$ cat src/design/tbpc_pkg.sv
// shared types, constants and register codes for the two-button press controller
package tbpc_pkg;

    // timestamp width, differences wrap at this many bits
    localparam int TIME_BITS = 32;

    localparam int CFG_INDEX_BITS = 3;

    typedef logic [CFG_INDEX_BITS-1:0] cfg_index_t;

    // configuration register indexes
    localparam cfg_index_t CFG_DEBOUNCE_MS      = 3'd0;
    localparam cfg_index_t CFG_LONG_PRESS_MS    = 3'd1;
    localparam cfg_index_t CFG_EFFECT_COUNT     = 3'd2;
    localparam cfg_index_t CFG_START_BRIGHTNESS = 3'd3;
    localparam cfg_index_t CFG_MAX_BRIGHTNESS   = 3'd4;

    // register reset values
    localparam logic [15:0] DEBOUNCE_MS_RST      = 16'd50;
    localparam logic [15:0] LONG_PRESS_MS_RST    = 16'd1000;
    localparam logic [7:0]  EFFECT_COUNT_RST     = 8'd8;
    localparam logic [7:0]  START_BRIGHTNESS_RST = 8'd102;
    localparam logic [7:0]  MAX_BRIGHTNESS_RST   = 8'd255;

    localparam logic [7:0]  BRIGHT_STEP = 8'd51;

    typedef enum logic [2:0] {
        PH_IDLE     = 3'd0,
        PH_DEBOUNCE = 3'd1,
        PH_PRESSED  = 3'd2,
        PH_RELEASED = 3'd3,
        PH_LONG     = 3'd4,
        PH_LONGREAD = 3'd5
    } phase_t;

    typedef enum logic [1:0] {
        EV_NONE  = 2'd0,
        EV_SHORT = 2'd1,
        EV_LONG  = 2'd2
    } event_t;

    // timing registers seen by each button lane
    typedef struct packed {
        logic [15:0] debounce_ms;
        logic [15:0] long_press_ms;
    } lane_cfg_t;

    // one result beat, without the scaled level
    typedef struct packed {
        event_t      mode_event;
        event_t      bright_event;
        logic [7:0]  effect_index;
        logic        auto_cycle_on;
        logic [7:0]  brightness_setting;
        logic        effect_restart;
        logic        auto_toggled;
        logic        save_request;
    } result_t;

endpackage

$ cat src/design/tbpc_button_lane.sv
// one button lane: debounce and short/long press state machine
module tbpc_button_lane
    import tbpc_pkg::*;
(
    input  logic                 clk,
    input  logic                 rst_n,
    input  logic                 advance,
    input  logic [TIME_BITS-1:0] time_ms,
    input  logic                 pin,
    input  lane_cfg_t            cfg,
    output event_t               press_event
);

    phase_t               phase_reg;
    phase_t               phase_next;
    phase_t               phase_mid;
    logic [TIME_BITS-1:0] stamp_reg;
    logic [TIME_BITS-1:0] stamp_next;
    logic [TIME_BITS-1:0] elapsed;
    logic                 low;
    logic                 debounce_done;
    logic                 long_done;

    assign low           = ~pin;
    assign elapsed       = time_ms - stamp_reg;
    assign debounce_done = elapsed > TIME_BITS'(cfg.debounce_ms);
    assign long_done     = elapsed > TIME_BITS'(cfg.long_press_ms);

    // next state; released and long press are consumed in the same beat
    always_comb
    begin
        phase_mid  = phase_reg;
        stamp_next = stamp_reg;
        unique case (phase_reg)
            PH_IDLE:
            begin
                if (low)
                begin
                    stamp_next = time_ms;
                    phase_mid  = PH_DEBOUNCE;
                end
            end
            PH_DEBOUNCE:
            begin
                if (debounce_done && low)
                begin
                    phase_mid = PH_PRESSED;
                end
            end
            PH_PRESSED:
            begin
                priority if (!low)
                begin
                    phase_mid = PH_RELEASED;
                end
                else if (long_done)
                begin
                    phase_mid = PH_LONG;
                end
            end
            PH_LONGREAD:
            begin
                if (!low)
                begin
                    phase_mid = PH_IDLE;
                end
            end
            default:
            begin
                phase_mid = phase_reg;
            end
        endcase

        unique case (phase_mid)
            PH_RELEASED: phase_next = PH_IDLE;
            PH_LONG:     phase_next = PH_LONGREAD;
            default:     phase_next = phase_mid;
        endcase
    end

    // event output
    always_comb
    begin
        unique case (phase_mid)
            PH_RELEASED: press_event = EV_SHORT;
            PH_LONG:     press_event = EV_LONG;
            default:     press_event = EV_NONE;
        endcase
    end

    always_ff @(posedge clk or negedge rst_n)
    begin
        if (!rst_n)
        begin
            phase_reg <= PH_IDLE;
            stamp_reg <= '0;
        end
        else if (advance)
        begin
            phase_reg <= phase_next;
            stamp_reg <= stamp_next;
        end
    end

    // transient phases never get stored
    a_no_transient_phase: assert property (@(posedge clk) disable iff (!rst_n)
        (phase_reg != PH_RELEASED) && (phase_reg != PH_LONG))
        else $error("transient press phase stored");

    // a long event leaves the lane waiting for release
    a_long_then_wait: assert property (@(posedge clk) disable iff (!rst_n)
        (advance && press_event == EV_LONG) |=> (phase_reg == PH_LONGREAD))
        else $error("long event did not park lane in long press read");

endmodule

$ cat src/design/tbpc_merge.sv
// merging stage: applies both lanes' events to the effect and brightness settings
module tbpc_merge
    import tbpc_pkg::*;
(
    input  logic       clk,
    input  logic       rst_n,
    input  logic       advance,
    input  event_t     mode_ev,
    input  event_t     bright_ev,
    input  logic [7:0] effect_count,
    input  logic [7:0] start_brightness,
    output result_t    result
);

    logic [7:0] effect_reg;
    logic [7:0] effect_next;
    logic [7:0] effect_inc;
    logic       auto_reg;
    logic       auto_next;
    logic [7:0] bright_reg;
    logic [7:0] bright_next;

    assign effect_inc = effect_reg + 8'd1;

    always_comb
    begin
        effect_next = effect_reg;
        auto_next   = auto_reg;
        bright_next = bright_reg;

        unique case (mode_ev)
            EV_SHORT: effect_next = (effect_inc >= effect_count) ? 8'd0 : effect_inc;
            EV_LONG:  auto_next   = ~auto_reg;
            default:  effect_next = effect_reg;
        endcase

        unique case (bright_ev)
            EV_SHORT: bright_next = bright_reg + BRIGHT_STEP;
            EV_LONG:  bright_next = start_brightness;
            default:  bright_next = bright_reg;
        endcase
    end

    always_comb
    begin
        result.mode_event         = mode_ev;
        result.bright_event       = bright_ev;
        result.effect_index       = effect_next;
        result.auto_cycle_on      = auto_next;
        result.brightness_setting = bright_next;
        result.effect_restart     = (mode_ev == EV_SHORT);
        result.auto_toggled       = (mode_ev == EV_LONG);
        result.save_request       = (mode_ev != EV_NONE) || (bright_ev != EV_NONE);
    end

    always_ff @(posedge clk or negedge rst_n)
    begin
        if (!rst_n)
        begin
            effect_reg <= '0;
            auto_reg   <= 1'b0;
            bright_reg <= START_BRIGHTNESS_RST;
        end
        else if (advance)
        begin
            effect_reg <= effect_next;
            auto_reg   <= auto_next;
            bright_reg <= bright_next;
        end
    end

    // brightness long press reloads the start value
    a_bright_reload: assert property (@(posedge clk) disable iff (!rst_n)
        (advance && bright_ev == EV_LONG) |=> (bright_reg == $past(start_brightness)))
        else $error("brightness long press did not reload start value");

    // auto flag only moves on a mode long press
    a_auto_only_long: assert property (@(posedge clk) disable iff (!rst_n)
        !(advance && mode_ev == EV_LONG) |=> (auto_reg == $past(auto_reg)))
        else $error("auto cycle flag changed without long press");

endmodule

$ cat src/design/two_button_press_controller.sv
// top level: two button lanes, settings merge, output register and config port
//
// Two-button press controller. Each input beat is one poll tick carrying a
// millisecond timestamp and two active-low button levels. Both buttons are
// debounced and classified as short or long presses in parallel lanes, and the
// merged events step the effect index, the auto-cycle flag and the brightness
// setting. A tick is accepted on any clock edge with in_valid high and
// in_stall low, one tick per clock sustained; its result beat appears in the
// output register on the following cycle. The lane state update and the
// settings merge are both formed combinationally from the registered state,
// so the next accepted tick sees the updated state at once. in_stall is raised
// only while a finished result waits and out_stall holds it. The scaled
// brightness level is formed from the registered setting and max_brightness
// by an 8x8 multiply on the output side. Config writes are always ready and
// are meant for times when no beat is in flight.
module two_button_press_controller
    import tbpc_pkg::*;
(
    input  logic                 clk,
    input  logic                 rst_n,

    // config write channel
    input  logic                 cfg_valid,
    output logic                 cfg_ready,
    input  cfg_index_t           cfg_index,
    input  logic [15:0]          cfg_data,

    // tick input
    input  logic                 in_valid,
    output logic                 in_stall,
    input  logic [TIME_BITS-1:0] time_ms,
    input  logic                 mode_pin,
    input  logic                 bright_pin,

    // result output
    output logic                 out_valid,
    input  logic                 out_stall,
    output logic [1:0]           mode_event,
    output logic [1:0]           bright_event,
    output logic [7:0]           effect_index,
    output logic                 auto_cycle_on,
    output logic [7:0]           brightness_setting,
    output logic [7:0]           brightness_level,
    output logic                 effect_restart,
    output logic                 cycle_restart,
    output logic                 auto_toggled,
    output logic                 save_request
);

    // config registers
    logic [15:0] debounce_ms_reg;
    logic [15:0] long_press_ms_reg;
    logic [7:0]  effect_count_reg;
    logic [7:0]  start_brightness_reg;
    logic [7:0]  max_brightness_reg;

    lane_cfg_t   lane_cfg;
    logic        advance;
    event_t      mode_ev;
    event_t      bright_ev;
    result_t     result;

    // output register
    logic        out_valid_reg;
    logic        out_valid_next;
    result_t     out_data_reg;
    logic [15:0] level_product;

    assign cfg_ready = 1'b1;

    always_ff @(posedge clk or negedge rst_n)
    begin
        if (!rst_n)
        begin
            debounce_ms_reg      <= DEBOUNCE_MS_RST;
            long_press_ms_reg    <= LONG_PRESS_MS_RST;
            effect_count_reg     <= EFFECT_COUNT_RST;
            start_brightness_reg <= START_BRIGHTNESS_RST;
            max_brightness_reg   <= MAX_BRIGHTNESS_RST;
        end
        else if (cfg_valid && cfg_ready)
        begin
            unique case (cfg_index)
                CFG_DEBOUNCE_MS:      debounce_ms_reg      <= cfg_data;
                CFG_LONG_PRESS_MS:    long_press_ms_reg    <= cfg_data;
                CFG_EFFECT_COUNT:     effect_count_reg     <= cfg_data[7:0];
                CFG_START_BRIGHTNESS: start_brightness_reg <= cfg_data[7:0];
                CFG_MAX_BRIGHTNESS:   max_brightness_reg   <= cfg_data[7:0];
                default:              debounce_ms_reg      <= debounce_ms_reg;
            endcase
        end
    end

    assign lane_cfg.debounce_ms   = debounce_ms_reg;
    assign lane_cfg.long_press_ms = long_press_ms_reg;

    // take a tick unless a finished beat is held by the consumer
    assign in_stall = out_valid_reg && out_stall;
    assign advance  = in_valid && !in_stall;

    tbpc_button_lane u_mode_lane (
        .clk         (clk),
        .rst_n       (rst_n),
        .advance     (advance),
        .time_ms     (time_ms),
        .pin         (mode_pin),
        .cfg         (lane_cfg),
        .press_event (mode_ev)
    );

    tbpc_button_lane u_bright_lane (
        .clk         (clk),
        .rst_n       (rst_n),
        .advance     (advance),
        .time_ms     (time_ms),
        .pin         (bright_pin),
        .cfg         (lane_cfg),
        .press_event (bright_ev)
    );

    tbpc_merge u_merge (
        .clk              (clk),
        .rst_n            (rst_n),
        .advance          (advance),
        .mode_ev          (mode_ev),
        .bright_ev        (bright_ev),
        .effect_count     (effect_count_reg),
        .start_brightness (start_brightness_reg),
        .result           (result)
    );

    // output valid: load on accept, drop once taken
    always_comb
    begin
        priority if (advance)
        begin
            out_valid_next = 1'b1;
        end
        else if (out_valid_reg && !out_stall)
        begin
            out_valid_next = 1'b0;
        end
        else
        begin
            out_valid_next = out_valid_reg;
        end
    end

    always_ff @(posedge clk or negedge rst_n)
    begin
        if (!rst_n)
        begin
            out_valid_reg <= 1'b0;
        end
        else
        begin
            out_valid_reg <= out_valid_next;
        end
    end

    // payload register, no reset needed
    always_ff @(posedge clk)
    begin
        if (advance)
        begin
            out_data_reg <= result;
        end
    end

    // scaled level; max_brightness is to be changed only while no beat is pending, which the block does not enforce
    assign level_product = 16'(out_data_reg.brightness_setting) * 16'(max_brightness_reg);

    assign out_valid          = out_valid_reg;
    assign mode_event         = out_data_reg.mode_event;
    assign bright_event       = out_data_reg.bright_event;
    assign effect_index       = out_data_reg.effect_index;
    assign auto_cycle_on      = out_data_reg.auto_cycle_on;
    assign brightness_setting = out_data_reg.brightness_setting;
    assign brightness_level   = level_product[15:8];
    assign effect_restart     = out_data_reg.effect_restart;
    assign cycle_restart      = out_data_reg.effect_restart;
    assign auto_toggled       = out_data_reg.auto_toggled;
    assign save_request       = out_data_reg.save_request;

    // a held beat is never overwritten by a new tick
    a_no_overwrite: assert property (@(posedge clk) disable iff (!rst_n)
        (out_valid_reg && out_stall) |=> $stable(out_data_reg))
        else $error("held result beat overwritten");

endmodule

$ cat config.mk
export PLATFORM = sky130hd
export DESIGN_NAME = two_button_press_controller
export DESIGN_NICKNAME = d
export VERILOG_FILES = /design/src/design/tbpc_pkg.sv /design/src/design/tbpc_button_lane.sv /design/src/design/tbpc_merge.sv /design/src/design/two_button_press_controller.sv
export SDC_FILE = /design/constraint.sdc
export NUM_CORES = 1
export LEC_CHECK = 0
export ABC_CLOCK_PERIOD_IN_PS = 5900
export BUFFER_PORTS_ARGS = -buffer_cell sky130_fd_sc_hd__clkbuf_2
export CAP_MARGIN = 5
export CORE_ASPECT_RATIO = 0.7
export CORE_UTILIZATION = 45
export CTS_CLUSTER_DIAMETER = 60
export DETAILED_ROUTE_END_ITERATION = 8
export GPL_ROUTABILITY_DRIVEN = 0
export PLACE_DENSITY = 0.74
export RECOVER_POWER = 100
export SKIP_LAST_GASP = 1
export SLEW_MARGIN = 0
export SYNTH_ARGS = -nofsm -noshare
export SYNTH_HDL_FRONTEND = slang
export SYNTH_HIERARCHICAL = 1
export SYNTH_SLANG_ARGS = --single-unit
export TNS_END_PERCENT = 30
$ cat constraint.sdc
create_clock -name clk -period 5.9 [get_ports clk]
set_input_delay 0.295 -clock clk [delete_from_list [all_inputs] [get_ports clk]]
set_output_delay 0.295 -clock clk [all_outputs]
set_load 0.02 [all_outputs]
==> run metrics <==
warning count from the yosys run 6; Critical Path Start Type register; hold slack 0.0541 ns; share of layout cells above drive strength 1 17.6%; Starting Density 46.1%; worst-skew pair later-pin latency 0.45 ns; via count 13100; antenna-violating nets left 0; Worst path slowest cell or4b_1; Routed WL 40.8 mm; Final period util 96.4%; Setup CP Type register to register; Tmin final 5.69 ns; root buffer cell clkbuf_16; cts bufs inserted 17; clock sink count 168; Synth cell types 116; Hold EP out_valid$_DFFE_PN0P_; cell mode on critical path nor2_1; Worst Hold Class input pin to register; CP endpoint kind register; Worst-Margin Slew 4.84 ns; syn_area_per_cell 9.28 um^2; final non-filler cell total 2217; CTS tree yes; post-layout util 49.9%; CP max stage delay 0.49 ns; status finished, violations left; Total Routing Usage GR 23.3%; H-Tree Depth 4; Max Cap Viol 6; first-pass GRT wire length 65.3 mm; maximum clock frequency 176 MHz; Async S/R FF share, synth 85.7%; failing checks max-capacitance violations, max-slew violations; Worst-path clk slew 0.07 ns; I/O Pins 94; CP Buf/Inv Count 4; Top delay family on crit path compound AO/OA/AOI/OAI gates; core area 33800 um^2; die area 35400 um^2; largest net degree at the start of global routing 84; worst path required time 6.28 ns; max_slew headroom -222%; RSZ-0062 raised after global routing true; routed len/inst 18.4 um; share of the synthesized area in the top cell type 18.9%; Clock Path Buffers 2; critical path arrival 6.06 ns; initial DRC count 1489; Area Growth Syn to Fin 8.23%; worst-path fanout max 14; Post-synth EDFFs 24; sequential element share of the synthesized area 28.0%; antenna violations before repair 0; DP Cell Count 2184; Site Rows 56; Final Skew 0.0143 ns; nets 2007; cell count after synthesis 1679; Setup-failing EPs final 0; R2R depth 26; area leader, netlist dfrtp_1; Worst Hold Path Cells 2; R2R Path Start u_bright_lane/stamp_reg[0]$_DFFE_PN0P_; die extent in x 224 um; FF-to-FF setup slack 0.21 ns; diodes inserted 0; post-synth net total 1946; dpl hpwl 31.8 mm; DR WL met3 3.63 mm; Vias/cell 5.89; top cells by area, synth dfrtp_1 (19%), ha_1 (14%), mux2_2 (8.3%); Final Slew Violations 192; mapped cell area 15600 um^2; Die Height 158 um; min-delay src in_valid; M1 wire length 19.6 mm; routed wl met2 16.8 mm; flops & latches, synth 168; Residual DRC 0; top sig layer met5; total gr overflow 0; router iterations before antenna repair 9; final hold violations 0; top_reg_cell synth dfrtp_1; Port Buf Inserts 92; vias in the first global route 12200; Worst R2R End u_merge/bright_reg[7]$_DFFE_PN0P_; fill count 3158
## worst max path at each step
stage	startpoint	endpoint	slack (ns)	cells after the start
2_1_floorplan	u_bright_lane/stamp_reg[0]$_DFFE_PN0P_	brightness_setting[3]$_DFFE_PP_	0.66	21
5_1_grt	u_bright_lane/stamp_reg[6]$_DFFE_PN0P_	u_merge/bright_reg[7]$_DFFE_PN0P_	-0.02	26
3_3_place_gp	time_ms[0]	u_merge/bright_reg[7]$_DFFE_PN0P_	0.14	22
4_1_cts	u_bright_lane/stamp_reg[0]$_DFFE_PN0P_	u_merge/bright_reg[7]$_DFFE_PN0P_	0.07	20
3_5_place_dp	time_ms[0]	u_merge/bright_reg[7]$_DFFE_PN0P_	-0.02	22
6_report	u_bright_lane/stamp_reg[0]$_DFFE_PN0P_	u_merge/bright_reg[7]$_DFFE_PN0P_	0.21	26
## placed cells by master (no fill, tap or decap), drive strengths merged, types with 23 or more instances in the layout
cell and count:
o21ai 79, and2 54, a21oi 109, a21o 46, ha 172, nor2 90
mux2 122, nand3 30, nand2 116, fa 37, dfrtp 118, inv 201
o211ai 23, edfxtp 24, clkbuf 112, nand4 42, dfstp 26, nand2b 24
xnor2 33, o21a 23
## metrics by stage
step / cell area [um^2] / worst slack, ns / setup TNS, ns
finish: 16900 / 0.215 / 0
global route: 16900 / -0.0168 / -0.0282
CTS: 16900 / 0.0732 / 0
detailed placement: 16300 / -0.0176 / -0.0176
global placement: 16300 / 0.143 / 0
floorplan: 15600 / 0.665 / 0
## routing by layer
| metal | vias to the layer above | track usage (%) |
|---|---|---|
| met5 | - | 1.40 |
| met4 | 2 | 5.60 |
| met3 | 68 | 5.53 |
| met2 | 588 | 33.4 |
| met1 | 6291 | 34.9 |
| li1 | 6104 | - |
## layout make-up
class / instances / area [um^2] / share of cell area [%]
clock buffers: 17 / 425 / 2.52
well taps: 464 / 581 / 3.44
inverters: 193 / 724 / 4.30
repair buffers: 105 / 515 / 3.06
flip-flops and latches: 168 / 4360 / 25.8
clock inverters: 15 / 176 / 1.05
multi-input cells: 1255 / 10100 / 59.8
## Yosys cell counts (all sizes together) (9+ instances only)
cell type,instances
inv,193
ha,172
mux2,122
dfrtp,118
nand2,116
a21oi,109
nor2,90
o21ai,79
and2,54
a21o,46
nand4,42
fa,37
buf,36
xnor2,33
nand3,30
clkbuf,26
dfstp,26
edfxtp,24
nand2b,24
o211ai,23
o21a,23
xor2,20
nor3,17
a211oi,16
a31oi,14
nor4,11
or3,11
a22o,10
and3,10
nor2b,10
a21boi,9
and4,9
## what timing repair did
item | CTS | global route
buffers inserted | 0 | 0
hold buffers | 1 | 0
gates resized for setup | 0 | 5
setup endpoints to repair | 0 | 9
endpoints found under the hold margin | 77 | 0
## cells by family (layout without fill, tap and decap cells)
logic type | count (synthesis) | after routing | synth area share [%]
simple gates | 452 | 452 | 15.4
mux | 126 | 126 | 9.10
xor+xnor | 53 | 53 | 2.98
fa+ha+maj | 209 | 209 | 18.6
flops | 168 | 168 | 28.0
compound gates | 414 | 414 | 18.7
other cells | 1 | 1 | 0.0241
buf+inv | 256 | 330 | 7.28
Power is left out: the tool's default activity adds up to more than one toggle a clock period on the data nets, which glitch-free logic cannot reach.
